### src/rtl/sitrd_pkg.sv
// Shared constants, types and helper functions of the radix text converter.
package sitrd_pkg;

   localparam int VALUE_BITS     = 32;
   localparam int CHAR_BITS      = 8;
   localparam int DIGIT_BITS     = 4;
   localparam int RADIX_BITS     = DIGIT_BITS + 1;
   localparam int WORD_BITS      = 64;
   localparam int CSR_INDEX_BITS = 2;

   localparam logic [RADIX_BITS-1:0] MIN_RADIX = RADIX_BITS'(2);
   localparam logic [RADIX_BITS-1:0] MAX_RADIX = RADIX_BITS'(16);

   // Long division: dividend bits retired per clock and cycles per digit
   localparam int BITS_PER_CYCLE = 8;
   localparam int DIV_CYCLES     = VALUE_BITS / BITS_PER_CYCLE;
   localparam int DIV_CNT_BITS   = $clog2(DIV_CYCLES);

   // Digit stack holds every digit of the widest magnitude in radix two
   localparam int STACK_DEPTH = VALUE_BITS;
   localparam int COUNT_BITS  = $clog2(STACK_DEPTH + 1);

   // Queue between front and back (power of two depth)
   localparam int QUEUE_DEPTH = 2;
   localparam int QPTR_BITS   = $clog2(QUEUE_DEPTH);
   localparam int QCNT_BITS   = $clog2(QUEUE_DEPTH + 1);

   localparam logic [CHAR_BITS-1:0] MINUS_SIGN = 8'h2D;

   // Register indexes of the configuration port
   localparam logic [CSR_INDEX_BITS-1:0] CSR_RADIX      = 2'd0;
   localparam logic [CSR_INDEX_BITS-1:0] CSR_CHARS_LOW  = 2'd1;
   localparam logic [CSR_INDEX_BITS-1:0] CSR_CHARS_HIGH = 2'd2;

   // Reset values: radix ten, alphabet "0123456789abcdef"
   localparam logic [RADIX_BITS-1:0] RADIX_RESET      = RADIX_BITS'(10);
   localparam logic [WORD_BITS-1:0]  CHARS_LOW_RESET  = 64'h3736_3534_3332_3130;
   localparam logic [WORD_BITS-1:0]  CHARS_HIGH_RESET = 64'h6665_6463_6261_3938;

   // One classified value on its way from front to back
   typedef struct packed {
      logic                  neg;
      logic [VALUE_BITS-1:0] mag;
   } item_type;

   // Clamp the programmed radix into the supported range
   function automatic logic [RADIX_BITS-1:0] sat_radix(input logic [RADIX_BITS-1:0] r);
      logic [RADIX_BITS-1:0] res;
      res = r;
      if (r < MIN_RADIX) begin
         res = MIN_RADIX;
      end else if (r > MAX_RADIX) begin
         res = MAX_RADIX;
      end
      return res;
   endfunction

   // Look up the character of one digit in the two alphabet words
   function automatic logic [CHAR_BITS-1:0] symbol_for(
      input logic [DIGIT_BITS-1:0] d,
      input logic [WORD_BITS-1:0]  lo,
      input logic [WORD_BITS-1:0]  hi
   );
      logic [WORD_BITS-1:0] word;
      word = d[DIGIT_BITS-1] ? hi : lo;
      return word[d[DIGIT_BITS-2:0]*CHAR_BITS +: CHAR_BITS];
   endfunction

endpackage

### src/rtl/sitrd_front.sv
// Front stage: accepts input beats, splits sign and magnitude, registers the item.
module sitrd_front
   import sitrd_pkg::*;
(
   input  logic                         clock,
   input  logic                         reset,
   input  logic                         req_tvalid,
   output logic                         req_tready,
   input  logic signed [VALUE_BITS-1:0] req_tdata,   // [31:0] value
   output logic                         item_valid,
   input  logic                         item_ready,
   output item_type                     item
);

   logic     valid_ff, valid_in;
   item_type item_ff, item_in;
   logic [VALUE_BITS-1:0] raw;
   logic                  accept;

   // Take a new beat when the stage is empty or drains this cycle
   assign req_tready = !valid_ff || item_ready;
   assign accept     = req_tvalid && req_tready;

   // Classify: sign bit and two's complement magnitude
   always_comb begin
      raw         = VALUE_BITS'(unsigned'(req_tdata));
      item_in.neg = raw[VALUE_BITS-1];
      item_in.mag = raw[VALUE_BITS-1] ? (~raw + VALUE_BITS'(1)) : raw;
      valid_in    = accept ? 1'b1 : (item_ready ? 1'b0 : valid_ff);
   end

   always_ff @(posedge clock) begin
      if (reset) begin
         valid_ff <= 1'b0;
      end else begin
         valid_ff <= valid_in;
      end
   end

   // Hold the payload until it moves on
   always_ff @(posedge clock) begin
      if (accept) begin
         item_ff <= item_in;
      end
   end

   assign item_valid = valid_ff;
   assign item       = item_ff;

endmodule

### src/rtl/sitrd_queue.sv
// Small FIFO that decouples the front stage from the digit engine.
module sitrd_queue
   import sitrd_pkg::*;
(
   input  logic     clock,
   input  logic     reset,
   input  logic     push_valid,
   output logic     push_ready,
   input  item_type push_item,
   output logic     pop_valid,
   input  logic     pop_ready,
   output item_type pop_item
);

   item_type              mem_ff [QUEUE_DEPTH];
   logic [QPTR_BITS-1:0]  wr_ptr_ff, wr_ptr_in;
   logic [QPTR_BITS-1:0]  rd_ptr_ff, rd_ptr_in;
   logic [QCNT_BITS-1:0]  count_ff, count_in;
   logic                  push, pop;

   assign push_ready = (count_ff != QCNT_BITS'(QUEUE_DEPTH));
   assign pop_valid  = (count_ff != '0);
   assign push       = push_valid && push_ready;
   assign pop        = pop_valid && pop_ready;
   assign pop_item   = mem_ff[rd_ptr_ff];

   // Advance pointers and occupancy
   always_comb begin
      wr_ptr_in = push ? wr_ptr_ff + QPTR_BITS'(1) : wr_ptr_ff;
      rd_ptr_in = pop ? rd_ptr_ff + QPTR_BITS'(1) : rd_ptr_ff;
      count_in  = count_ff;
      if (push && !pop) begin
         count_in = count_ff + QCNT_BITS'(1);
      end else if (pop && !push) begin
         count_in = count_ff - QCNT_BITS'(1);
      end
   end

   always_ff @(posedge clock) begin
      if (reset) begin
         wr_ptr_ff <= '0;
         rd_ptr_ff <= '0;
         count_ff  <= '0;
      end else begin
         wr_ptr_ff <= wr_ptr_in;
         rd_ptr_ff <= rd_ptr_in;
         count_ff  <= count_in;
      end
   end

   // Store the pushed item
   always_ff @(posedge clock) begin
      if (push) begin
         mem_ff[wr_ptr_ff] <= push_item;
      end
   end

endmodule

### src/rtl/sitrd_back.sv
// Digit engine: long division by the radix, digit stack, and character output register.
module sitrd_back
   import sitrd_pkg::*;
(
   input  logic                  clock,
   input  logic                  reset,
   input  logic [RADIX_BITS-1:0] radix,
   input  logic [WORD_BITS-1:0]  chars_low,
   input  logic [WORD_BITS-1:0]  chars_high,
   input  logic                  item_valid,
   output logic                  item_ready,
   input  item_type              item,
   output logic                  rsp_tvalid,
   input  logic                  rsp_tready,
   output logic [CHAR_BITS-1:0]  rsp_tdata,   // [7:0] character
   output logic                  rsp_tlast    // last
);

   localparam logic [1:0] ST_IDLE   = 2'd0;
   localparam logic [1:0] ST_DIVIDE = 2'd1;
   localparam logic [1:0] ST_EMIT   = 2'd2;

   logic [1:0]              state_ff, state_in;
   logic [VALUE_BITS-1:0]   shreg_ff, shreg_in;
   logic [DIGIT_BITS-1:0]   rem_ff, rem_in;
   logic [DIV_CNT_BITS-1:0] step_ff, step_in;
   logic [COUNT_BITS-1:0]   count_ff, count_in;
   logic                    neg_ff, neg_in;
   logic [DIGIT_BITS-1:0]   stack_ff [STACK_DEPTH];
   logic [DIGIT_BITS-1:0]   stack_in [STACK_DEPTH];
   logic                    out_valid_ff, out_valid_in;
   logic [CHAR_BITS-1:0]    out_char_ff, out_char_in;
   logic                    out_last_ff, out_last_in;

   logic [RADIX_BITS-1:0]   radix_eff;
   logic [RADIX_BITS-1:0]   trial;
   logic [DIGIT_BITS-1:0]   rem_w;
   logic [VALUE_BITS-1:0]   sh_w;
   logic                    out_load;

   assign radix_eff  = sat_radix(radix);
   assign item_ready = (state_ff == ST_IDLE);
   assign out_load   = !out_valid_ff || rsp_tready;

   // Retire BITS_PER_CYCLE dividend bits: shift in, compare, subtract
   always_comb begin
      rem_w = rem_ff;
      sh_w  = shreg_ff;
      trial = '0;
      for (int j = 0; j < BITS_PER_CYCLE; j++) begin
         trial = {rem_w, sh_w[VALUE_BITS-1]};
         sh_w  = {sh_w[VALUE_BITS-2:0], 1'b0};
         if (trial >= radix_eff) begin
            trial   = trial - radix_eff;
            sh_w[0] = 1'b1;
         end
         rem_w = trial[DIGIT_BITS-1:0];
      end
   end

   // Sequence: load item, divide digit by digit, then emit sign and digits
   always_comb begin
      state_in     = state_ff;
      shreg_in     = shreg_ff;
      rem_in       = rem_ff;
      step_in      = step_ff;
      count_in     = count_ff;
      neg_in       = neg_ff;
      stack_in     = stack_ff;
      out_char_in  = out_char_ff;
      out_last_in  = out_last_ff;
      out_valid_in = out_valid_ff && !rsp_tready;
      unique case (state_ff)
         ST_IDLE: begin
            if (item_valid) begin
               shreg_in = item.mag;
               neg_in   = item.neg;
               rem_in   = '0;
               step_in  = '0;
               count_in = '0;
               state_in = ST_DIVIDE;
            end
         end
         ST_DIVIDE: begin
            shreg_in = sh_w;
            rem_in   = rem_w;
            step_in  = step_ff + DIV_CNT_BITS'(1);
            if (step_ff == DIV_CNT_BITS'(DIV_CYCLES - 1)) begin
               // Push the finished digit; quotient becomes the next dividend
               stack_in[0] = rem_w;
               for (int i = 1; i < STACK_DEPTH; i++) begin
                  stack_in[i] = stack_ff[i-1];
               end
               count_in = count_ff + COUNT_BITS'(1);
               rem_in   = '0;
               step_in  = '0;
               if (sh_w == '0) begin
                  state_in = ST_EMIT;
               end
            end
         end
         ST_EMIT: begin
            if (out_load) begin
               out_valid_in = 1'b1;
               if (neg_ff) begin
                  out_char_in = MINUS_SIGN;
                  out_last_in = 1'b0;
                  neg_in      = 1'b0;
               end else begin
                  // Pop the most significant digit
                  out_char_in = symbol_for(stack_ff[0], chars_low, chars_high);
                  out_last_in = (count_ff == COUNT_BITS'(1));
                  for (int i = 0; i < STACK_DEPTH - 1; i++) begin
                     stack_in[i] = stack_ff[i+1];
                  end
                  stack_in[STACK_DEPTH-1] = '0;
                  count_in = count_ff - COUNT_BITS'(1);
                  if (count_ff == COUNT_BITS'(1)) begin
                     state_in = ST_IDLE;
                  end
               end
            end
         end
         default: begin
            state_in = ST_IDLE;
         end
      endcase
   end

   always_ff @(posedge clock) begin
      if (reset) begin
         state_ff     <= ST_IDLE;
         out_valid_ff <= 1'b0;
         neg_ff       <= 1'b0;
         count_ff     <= '0;
         step_ff      <= '0;
      end else begin
         state_ff     <= state_in;
         out_valid_ff <= out_valid_in;
         neg_ff       <= neg_in;
         count_ff     <= count_in;
         step_ff      <= step_in;
      end
   end

   // Datapath registers
   always_ff @(posedge clock) begin
      shreg_ff    <= shreg_in;
      rem_ff      <= rem_in;
      stack_ff    <= stack_in;
      out_char_ff <= out_char_in;
      out_last_ff <= out_last_in;
   end

   assign rsp_tvalid = out_valid_ff;
   assign rsp_tdata  = out_char_ff;
   assign rsp_tlast  = out_last_ff;

endmodule

### src/rtl/signed_int_to_radix_digits_core.sv
// Signed integer to radix text converter: top level with configuration registers.
//
// Usage: each beat on req_ (tdata = signed 32-bit value) yields a run of
// character beats on rsp_ (tdata = one 8-bit character), most significant
// digit first, preceded by '-' for a negative value; tlast marks the final
// character. Zero gives the single digit-zero character.
// csr_ writes radix (index 0, clamped to 2..16) and the two alphabet words
// (index 1: digits 0..7, index 2: digits 8..15, one byte each). csr_ready is
// always high; write only while no value is in flight.
// The front register and the queue pass each value to the digit engine, which
// runs the long divider (8 dividend bits a cycle) for each digit and then
// emits one character per cycle while rsp_tready is high.
// The front register and a two-entry queue take up to three further values
// while the engine works.
// Reset: radix 10, alphabet "0123456789abcdef", queue and engine empty.
// A stalled rsp_tready holds the current character; the engine waits on it.
module signed_int_to_radix_digits_core
   import sitrd_pkg::*;
(
   input  logic                             clock,
   input  logic                             reset,
   input  logic                             req_tvalid,
   output logic                             req_tready,
   input  logic signed [VALUE_BITS-1:0]     req_tdata,   // [31:0] value
   output logic                             rsp_tvalid,
   input  logic                             rsp_tready,
   output logic [CHAR_BITS-1:0]             rsp_tdata,   // [7:0] character
   output logic                             rsp_tlast,
   input  logic                             csr_valid,
   output logic                             csr_ready,
   input  logic [CSR_INDEX_BITS-1:0]        csr_index,
   input  logic [WORD_BITS-1:0]             csr_data
);

   logic [RADIX_BITS-1:0] radix_ff, radix_in;
   logic [WORD_BITS-1:0]  chars_low_ff, chars_low_in;
   logic [WORD_BITS-1:0]  chars_high_ff, chars_high_in;

   logic     front_valid, front_ready;
   item_type front_item;
   logic     queue_valid, queue_ready;
   item_type queue_item;

   assign csr_ready = 1'b1;

   // Decode configuration writes
   always_comb begin
      radix_in      = radix_ff;
      chars_low_in  = chars_low_ff;
      chars_high_in = chars_high_ff;
      if (csr_valid) begin
         unique case (csr_index)
            CSR_RADIX:      radix_in      = csr_data[RADIX_BITS-1:0];
            CSR_CHARS_LOW:  chars_low_in  = csr_data;
            CSR_CHARS_HIGH: chars_high_in = csr_data;
            default: ;
         endcase
      end
   end

   always_ff @(posedge clock) begin
      if (reset) begin
         radix_ff      <= RADIX_RESET;
         chars_low_ff  <= CHARS_LOW_RESET;
         chars_high_ff <= CHARS_HIGH_RESET;
      end else begin
         radix_ff      <= radix_in;
         chars_low_ff  <= chars_low_in;
         chars_high_ff <= chars_high_in;
      end
   end

   sitrd_front u_front (
      .clock      (clock),
      .reset      (reset),
      .req_tvalid (req_tvalid),
      .req_tready (req_tready),
      .req_tdata  (req_tdata),
      .item_valid (front_valid),
      .item_ready (front_ready),
      .item       (front_item)
   );

   sitrd_queue u_queue (
      .clock      (clock),
      .reset      (reset),
      .push_valid (front_valid),
      .push_ready (front_ready),
      .push_item  (front_item),
      .pop_valid  (queue_valid),
      .pop_ready  (queue_ready),
      .pop_item   (queue_item)
   );

   sitrd_back u_back (
      .clock      (clock),
      .reset      (reset),
      .radix      (radix_ff),
      .chars_low  (chars_low_ff),
      .chars_high (chars_high_ff),
      .item_valid (queue_valid),
      .item_ready (queue_ready),
      .item       (queue_item),
      .rsp_tvalid (rsp_tvalid),
      .rsp_tready (rsp_tready),
      .rsp_tdata  (rsp_tdata),
      .rsp_tlast  (rsp_tlast)
   );

endmodule

### config.mk
export PLATFORM = sky130hd
export DESIGN_NAME = signed_int_to_radix_digits_core
export DESIGN_NICKNAME = d
export VERILOG_FILES = /design/src/rtl/sitrd_pkg.sv /design/src/rtl/sitrd_front.sv /design/src/rtl/sitrd_queue.sv /design/src/rtl/sitrd_back.sv /design/src/rtl/signed_int_to_radix_digits_core.sv
export SDC_FILE = /design/constraint.sdc
export NUM_CORES = 1
export LEC_CHECK = 0
export ABC_AREA = 1
export CAP_MARGIN = 20
export CORE_MARGIN = 3
export CORE_UTILIZATION = 43
export DETAILED_ROUTE_END_ITERATION = 12
export DONT_BUFFER_PORTS = 1
export PLACE_DENSITY = 0.68
export SYNTH_ARGS = -nofsm -noshare
export SYNTH_HDL_FRONTEND = slang
export SYNTH_SLANG_ARGS = --single-unit
### constraint.sdc
create_clock -name clock -period 12.8 [get_ports clock]
set_input_delay 2.56 -clock clock [delete_from_list [all_inputs] [get_ports clock]]
set_output_delay 2.56 -clock clock [all_outputs]
set_load 0.01 [all_outputs]
# ---- Word level (Yosys, flattened, before mapping)
# Memory sizes are Yosys's and may differ from the RTL's. A register that Yosys moved wholly into a read port is not among the register bits.
# Index checks and enable logic that the tools add are counted.
dict set report totals {
  out_inout_bits 12
  ramBits 66
  reg_bits 356
  elab_cells 182
  in_bits 103
  mem_count 1
}
# memory depth word_bits rd rd_ports_with_merged_regs write_ports line
set mem_list {}
lappend mem_list {u_queue.mem_ff 2 33 1 1 1 sitrd_queue.sv:15} ;# item_type mem_ff [QUEUE_DEPTH];
dict set report classes {
  n_lt_le_gt_ge 10
  n_reduce_logical 32
  shifts 1
  n_addsub 16
  n_eq_ne 13
  n_bitwise 1
  n_mux 57
}
# op count
set op_table {}
lappend op_table {{128-bit two-way mux} 3}
lappend op_table {{128-bit case mux with 2 select lines} 1}
lappend op_table {{64-bit two-way mux} 1}
lappend op_table {{32-bit case mux with 2 select lines} 1}
lappend op_table {{64-bit by 7-bit indexed part select with 8-bit output} 1}
lappend op_table {{5-bit >= comparator} 8}
lappend op_table {{4-bit two-way mux} 10}
lappend op_table {{32-bit by 1-bit adder with 32-bit output (second input constant)} 1}
lappend op_table {{32-bit logical NOT} 1}
lappend op_table {{32-bit two-way mux} 1}
lappend op_table {{32-bit inverter} 1}
lappend op_table {{4-bit subtractor} 8}
lappend op_table {{31-bit two-way mux} 1}
lappend op_table {{6-bit two-way mux} 4}
lappend op_table {{2-bit two-way mux} 10}
lappend op_table {{1-bit two-way mux} 18}
lappend op_table {{6-bit case mux with 3 select lines} 1}
lappend op_table {{2-bit nonzero test} 6}
lappend op_table {{5-bit two-way mux} 2}
lappend op_table {{2-bit by 1-bit != test with 1-bit output (second input constant)} 5}
lappend op_table {{2-bit AND reduction} 5}
lappend op_table {{4-bit case mux with 2 select lines} 1}
lappend op_table {{6-bit by 1-bit adder with 6-bit output (second input constant)} 1}
lappend op_table {{2-bit == test (second input constant)} 3}
lappend op_table {{21 further kinds} 36}

# ---- Depth between registers and ports, before layout
dict set report depth {
  depth_word 23
  ltp_mapped 81
  ltp_nobuf 81
}

# ---- Modules after synthesis
# A second synthesis with hierarchy kept.
dict set report hier_totals {
  hier_cells 2412
  hier_area_um2 20908.8
}
# mod cells_each area_each_um2 seq_area_each_um2 instances
set by_module_without_submodules {}
lappend by_module_without_submodules {sitrd_back 1279 10976.8 5435.2 1}
lappend by_module_without_submodules {signed_int_to_radix_digits_core 736 5084.9 2662.6 1}
lappend by_module_without_submodules {sitrd_queue 140 2776.4 2082.0 1}
lappend by_module_without_submodules {sitrd_front 257 2070.7 1011.0 1}

# ---- Worst setup path before layout
# Ideal clock, no wire load.
dict set report synth_path {
  path_type {register to register}
  startpoint {register radix_ff[1]}
  endpoint {register u_back.state_ff[0]}
  path_stages_with_launch 78
  required_ns 12.686
  period_less_slack_ns 10.068
  n_path_buf 0
  t_arrival_ns 9.954
  setup_time_ns 0.114
  setup_slack_ns 2.732
  path_cell_list {dfxtp_1 > nor2_1 > inv_1 > nor2_1 > inv_1 > nor2_1 > o21ai_0 > ha_1 > nand2_1 > inv_1 > nand3_1 > nand2_1 > nor2_2 > mux2_2 > ha_1 > nand2_1 > nor2_1 > nand2_1 > [42 not listed] > nand2_1 > nor2_2 > inv_1 > nand2_1 > a21boi_0 > ha_1 > nand2_1 > nand2_1 > nand2_1 > nand2_1 > nor2_2 > nand2_1 > nor2_1 > nand3_2 > nand2_1 > nand2_1 > nand2_1 > nor2_2}
}
dict set report synth_between {
  elab_chain_len 22
  word_cells_on_any_way 37
  cone_classes {7 x add/sub; 10 x order compare; 1 x eq/ne; 17 x mux; 2 x reduce/logical}
}
# element line
set synth_lines {}
lappend synth_lines {{start, declared} signed_int_to_radix_digits_core.sv:35} ;# logic [RADIX_BITS-1:0] radix_ff, radix_in;
lappend synth_lines {{start signal, assigned} signed_int_to_radix_digits_core.sv:67} ;# radix_ff <= radix_in;
lappend synth_lines {{5-bit > comparator} sitrd_pkg.sv:52} ;# end else if (r > MAX_RADIX) begin
lappend synth_lines {{5-bit two-way mux} sitrd_pkg.sv:52}
lappend synth_lines {{5-bit two-way mux (*)} sitrd_pkg.sv:50} ;# if (r < MIN_RADIX) begin
lappend synth_lines {{4-bit subtractor or 5-bit >= comparator (tied branches)} {sitrd_back.sv:54, sitrd_back.sv:53}}
lappend synth_lines {{4-bit two-way mux} sitrd_back.sv:53} ;# if (trial >= radix_eff) begin
lappend synth_lines {{4-bit subtractor or 5-bit >= comparator (tied branches)} {sitrd_back.sv:54, sitrd_back.sv:53}}
lappend synth_lines {{4-bit two-way mux} sitrd_back.sv:53}
lappend synth_lines {{4-bit subtractor or 5-bit >= comparator (tied branches)} {sitrd_back.sv:54, sitrd_back.sv:53}}
lappend synth_lines {{[6 not listed]} --}
lappend synth_lines {{4-bit two-way mux} sitrd_back.sv:53}
lappend synth_lines {{4-bit subtractor or 5-bit >= comparator (tied branches)} {sitrd_back.sv:54, sitrd_back.sv:53}}
lappend synth_lines {{4-bit two-way mux} sitrd_back.sv:53}
lappend synth_lines {{5-bit >= comparator} sitrd_back.sv:53}
lappend synth_lines {{1-bit two-way mux} sitrd_back.sv:53}
lappend synth_lines {{32-bit logical NOT (*)} sitrd_back.sv:97} ;# if (sh_w == '0) begin
lappend synth_lines {{2-bit by 1-bit != test with 1-bit output (no line) (*)} --}
lappend synth_lines {{6-bit AND reduction (no line) (*)} --}
lappend synth_lines {{end signal, assigned} sitrd_back.sv:138} ;# state_ff <= state_in;
lappend synth_lines {{end, declared} sitrd_back.sv:23} ;# logic [1:0] state_ff, state_in;
# Mark *: on every way between the ends. The rest lies on a longest branch, timed or not.
# A chain may end at the register's enable or synchronous reset.

# ---- Worst setup path after layout
# Same ends and word-level chain as after synthesis.

==> impl_metrics.csv <==
group,metric,value,unit
logic_synthesis,synth_area_leaders,"edfxtp_1 41%, dfxtp_1 15%, nand2_1 8.1%",
clock_network,clock_latency,0.57,ns
logic_synthesis,synth_top_area_frac,0.410,
die,die_y,221,µm
cells_and_area,final_common_cell,"nand2_1",
setup_path,r2r_cells,77,
hold_path,min_to,"u_queue.mem_ff[1][22]$_DFFE_PP_",
clock_network,cts.hold.buffers_added,0,
cells_and_area,diodes,0,
sta,tightest_slew,1.07,ns
setup_path,path_max_fanout,9,
global_route,grt_pass1_vias,14000,
setup_path,cp.arrival,11.74,ns
cells_and_area,syn_to_final_growth,9.55,%
setup_path,cp-start-kind,"flip-flop",
drt,wl_per_cell,16.1,µm
drt,via_count,14900,
setup_path,timing.rr.end,"u_back.state_ff[0]$_SDFFE_PP0P_",
clock_network,cts-root-buf,"clkbuf_16",
drt,drc_errors,0,
sta,final_max_slew_viol_count,0,
sta,max_clock_freq,0.0886,GHz
sta,rsz0062_at_grt,"no",
logic_synthesis,ys_seq_area_frac,0.561,
placed_design,globalplace.congestion,0.928,
global_route,grt_max_degree,118,
clock_network,numClockSinks,423,
setup_path,path_common_cell,"nand2_1",
global_route,antenna_found_initial,0,
die,core_area,0.0456,mm²
setup_path,rrSetupSlack,1.51,ns
drt,drt_pass1_iterations,6,
cells_and_area,stdcell_count,2791,
clock_network,cts_made_buffers,43,
sta,setup_viol,0,
drt,drt_wl_total,45000,µm
die,rows,78,
logic_synthesis,avgSynthCellArea,9.03,µm²
drt,ant_nets,0,
placed_design,dpl.cell_count,2707,
sta,timing.final.crit_share,0.882,
global_route,grt_pass1_wl,72200,µm
outcome,status,"complete, no violations",
cells_and_area,fin_util,0.479,
global_route,grt_overflow_total,0,
global_route,track_usage,0.177,
cells_and_area,final_nets,2316,
hold_path,min_path_cells,0,
setup_path,end_kind,"flip-flop",
sta,setup-tns-final,0,ns
sta,fin_crit,11.29,ns
logic_synthesis,synth_top_area_cell,"edfxtp_1",
hold_path,min_from,"u_front.item[22]$_DFFE_PP_",
sta,hold_viol_final,0,
die,dieArea,0.0490,mm²
clock_network,cts-resized-gates,0,
placed_design,io_buffers,0,
clock_network,h-tree-depth,2,
clock_network,cts_setup_buffers,0,
die,die_x,221,µm
sta,maxSlewHeadroom,0.287,
clock_network,clk_path_buf_depth,3,
logic_synthesis,syn_area,0.0199,mm²
logic_synthesis,synth.distinct_cells,47,
clock_network,tritoncts,"yes",
logic_synthesis,ys_warn_count,0,
die,ioPinCount,115,
cells_and_area,final_cell_mix,"432 x nand2_1, 303 x o21ai_0, 272 x edfxtp_1",
hold_path,holdCritPathClass,"flip-flop to flip-flop",
sta,skew,0.0207,ns
clock_network,clkTransAtPathRegs,0.06,ns
setup_path,r2r_start,"radix_ff[1]$_SDFFE_PP1P_",
drt,viasPerCell,5.33,
drt,initialDrtViolationCount,1457,
setup_path,crit_required,13.25,ns
cells_and_area,final_layout_size_suffix_gt1_frac,0.0552,
logic_synthesis,syn-num-nets,2368,
setup_path,crit_slowest_cell,"ha_1",
logic_synthesis,synthesis.instances,2208,
flow_run,max_cap_violations,0,
die,start_util,0.437,
setup_path,cpPeakStageDelay,0.46,ns
setup_path,worstSetupPathType,"flip-flop to flip-flop",
logic_synthesis,synth-seq-cells,423,
placed_design,dp_hpwl,29200,µm
==> worst max path at each step <==
stage                             startpoint                         endpoint  slack (ns)  cells past startpoint
detailed placement  radix_ff[1]$_SDFFE_PP1P_  u_back.state_ff[0]$_SDFFE_PP0P_        1.67                     77
CTS                 radix_ff[1]$_SDFFE_PP1P_  u_back.state_ff[0]$_SDFFE_PP0P_        1.62                     77
global placement    radix_ff[4]$_SDFFE_PP0P_  u_back.state_ff[0]$_SDFFE_PP0P_        2.21                     74
finish              radix_ff[1]$_SDFFE_PP1P_  u_back.state_ff[0]$_SDFFE_PP0P_        1.51                     77
global route        radix_ff[1]$_SDFFE_PP1P_  u_back.state_ff[0]$_SDFFE_PP0P_        0.22                     77
floorplan           radix_ff[1]$_SDFFE_PP1P_  u_back.state_ff[0]$_SDFFE_PP0P_        2.73                     77
==> critical path, delay by kind of cell, from the launching register on <==
kind                       cells  cell delay, ns
muxes                          1            0.39
AOI/OAI and AO/OA              5            1.06
adders and majority gates      8            2.67
and+or+nand+nor               52            5.73
DFF                            1            0.32
buffers and inverters         11            0.96
==> cell type report <==
cell class	count	area, µm²
fillers	4180	23700
flip-flops and latches	423	11200
multi-input cells	1428	7410
clock buffers	65	1220
inverters	240	905
well taps	600	751
repair buffers	20	223
clock inverters	15	139
==> registers in the layout, indices dropped and copies added (netlist names), 2 cells and up, named ones only <==
signal / cells
u_back.step_ff: 2
u_queue.mem_ff: 66
u_back.count_ff: 6
radix_ff: 5
u_back.stack_ff: 128
u_back.rem_ff: 4
chars_high_ff: 64
u_front.item: 33
chars_low_ff: 64
u_back.shreg_ff: 32
u_queue.count_ff: 2
u_back.rsp_tdata: 8
u_back.state_ff: 2
==> logic make-up (layout without fill, tap and decap cells) <==
group	Yosys count	count (layout)	synth area share
AND/OR/NAND/NOR	772	772	0.161
flip-flops	423	423	0.561
XOR/XNOR	46	46	0.0202
AO/OA/AOI/OAI	550	550	0.148
adder cells (fa/ha/maj)	57	57	0.0388
other	1	1	0.000188
buffers and inverters	357	340	0.0694
multiplexers	2	2	0.00107
==> metal layers <==
layer,track usage,wire (µm),vias up
li1,-,-,7319
met1,0.242,19800,7017
met2,0.284,20900,469
met3,0.0378,3260,72
met4,0.0515,1090,0
met5,0,0,-
==> cells in the mapped netlist (all sizes together) <==
library cell and count:
nand3b 1, nand4 12, nor3 13, edfxtp 272, o21ai 322, mux2i 1
nor2 217, clkinv 3, nand2 432, a31oi 5, xnor2 8, nand3 87
a21oi 162, fa 8, xor2 38, a22oi 8, a211oi 1, clkbuf 93
or2 4, a21boi 4, nor4 5, conb 1, mux2 1, o211ai 37
dfxtp 151, a211o 1, inv 237, buf 24, and2 1, ha 49
o221ai 8, o211a 2
==> metrics by stage <==
| stage | setup slack [ns] | hold WS [ns] | instance area, µm² |
|---|---|---|---|
| after floorplan | 2.73 | 0.420 | 19900 |
| after global placement | 2.21 | 0.425 | 20400 |
| after detailed placement | 1.67 | 0.430 | 20400 |
| after CTS | 1.62 | 0.443 | 21700 |
| after global routing | 0.216 | 0.452 | 21800 |
| final | 1.51 | 0.438 | 21800 |
Power is left out: the tool's default activity adds up to more than one toggle a clock period on the data nets, which glitch-free logic cannot reach.
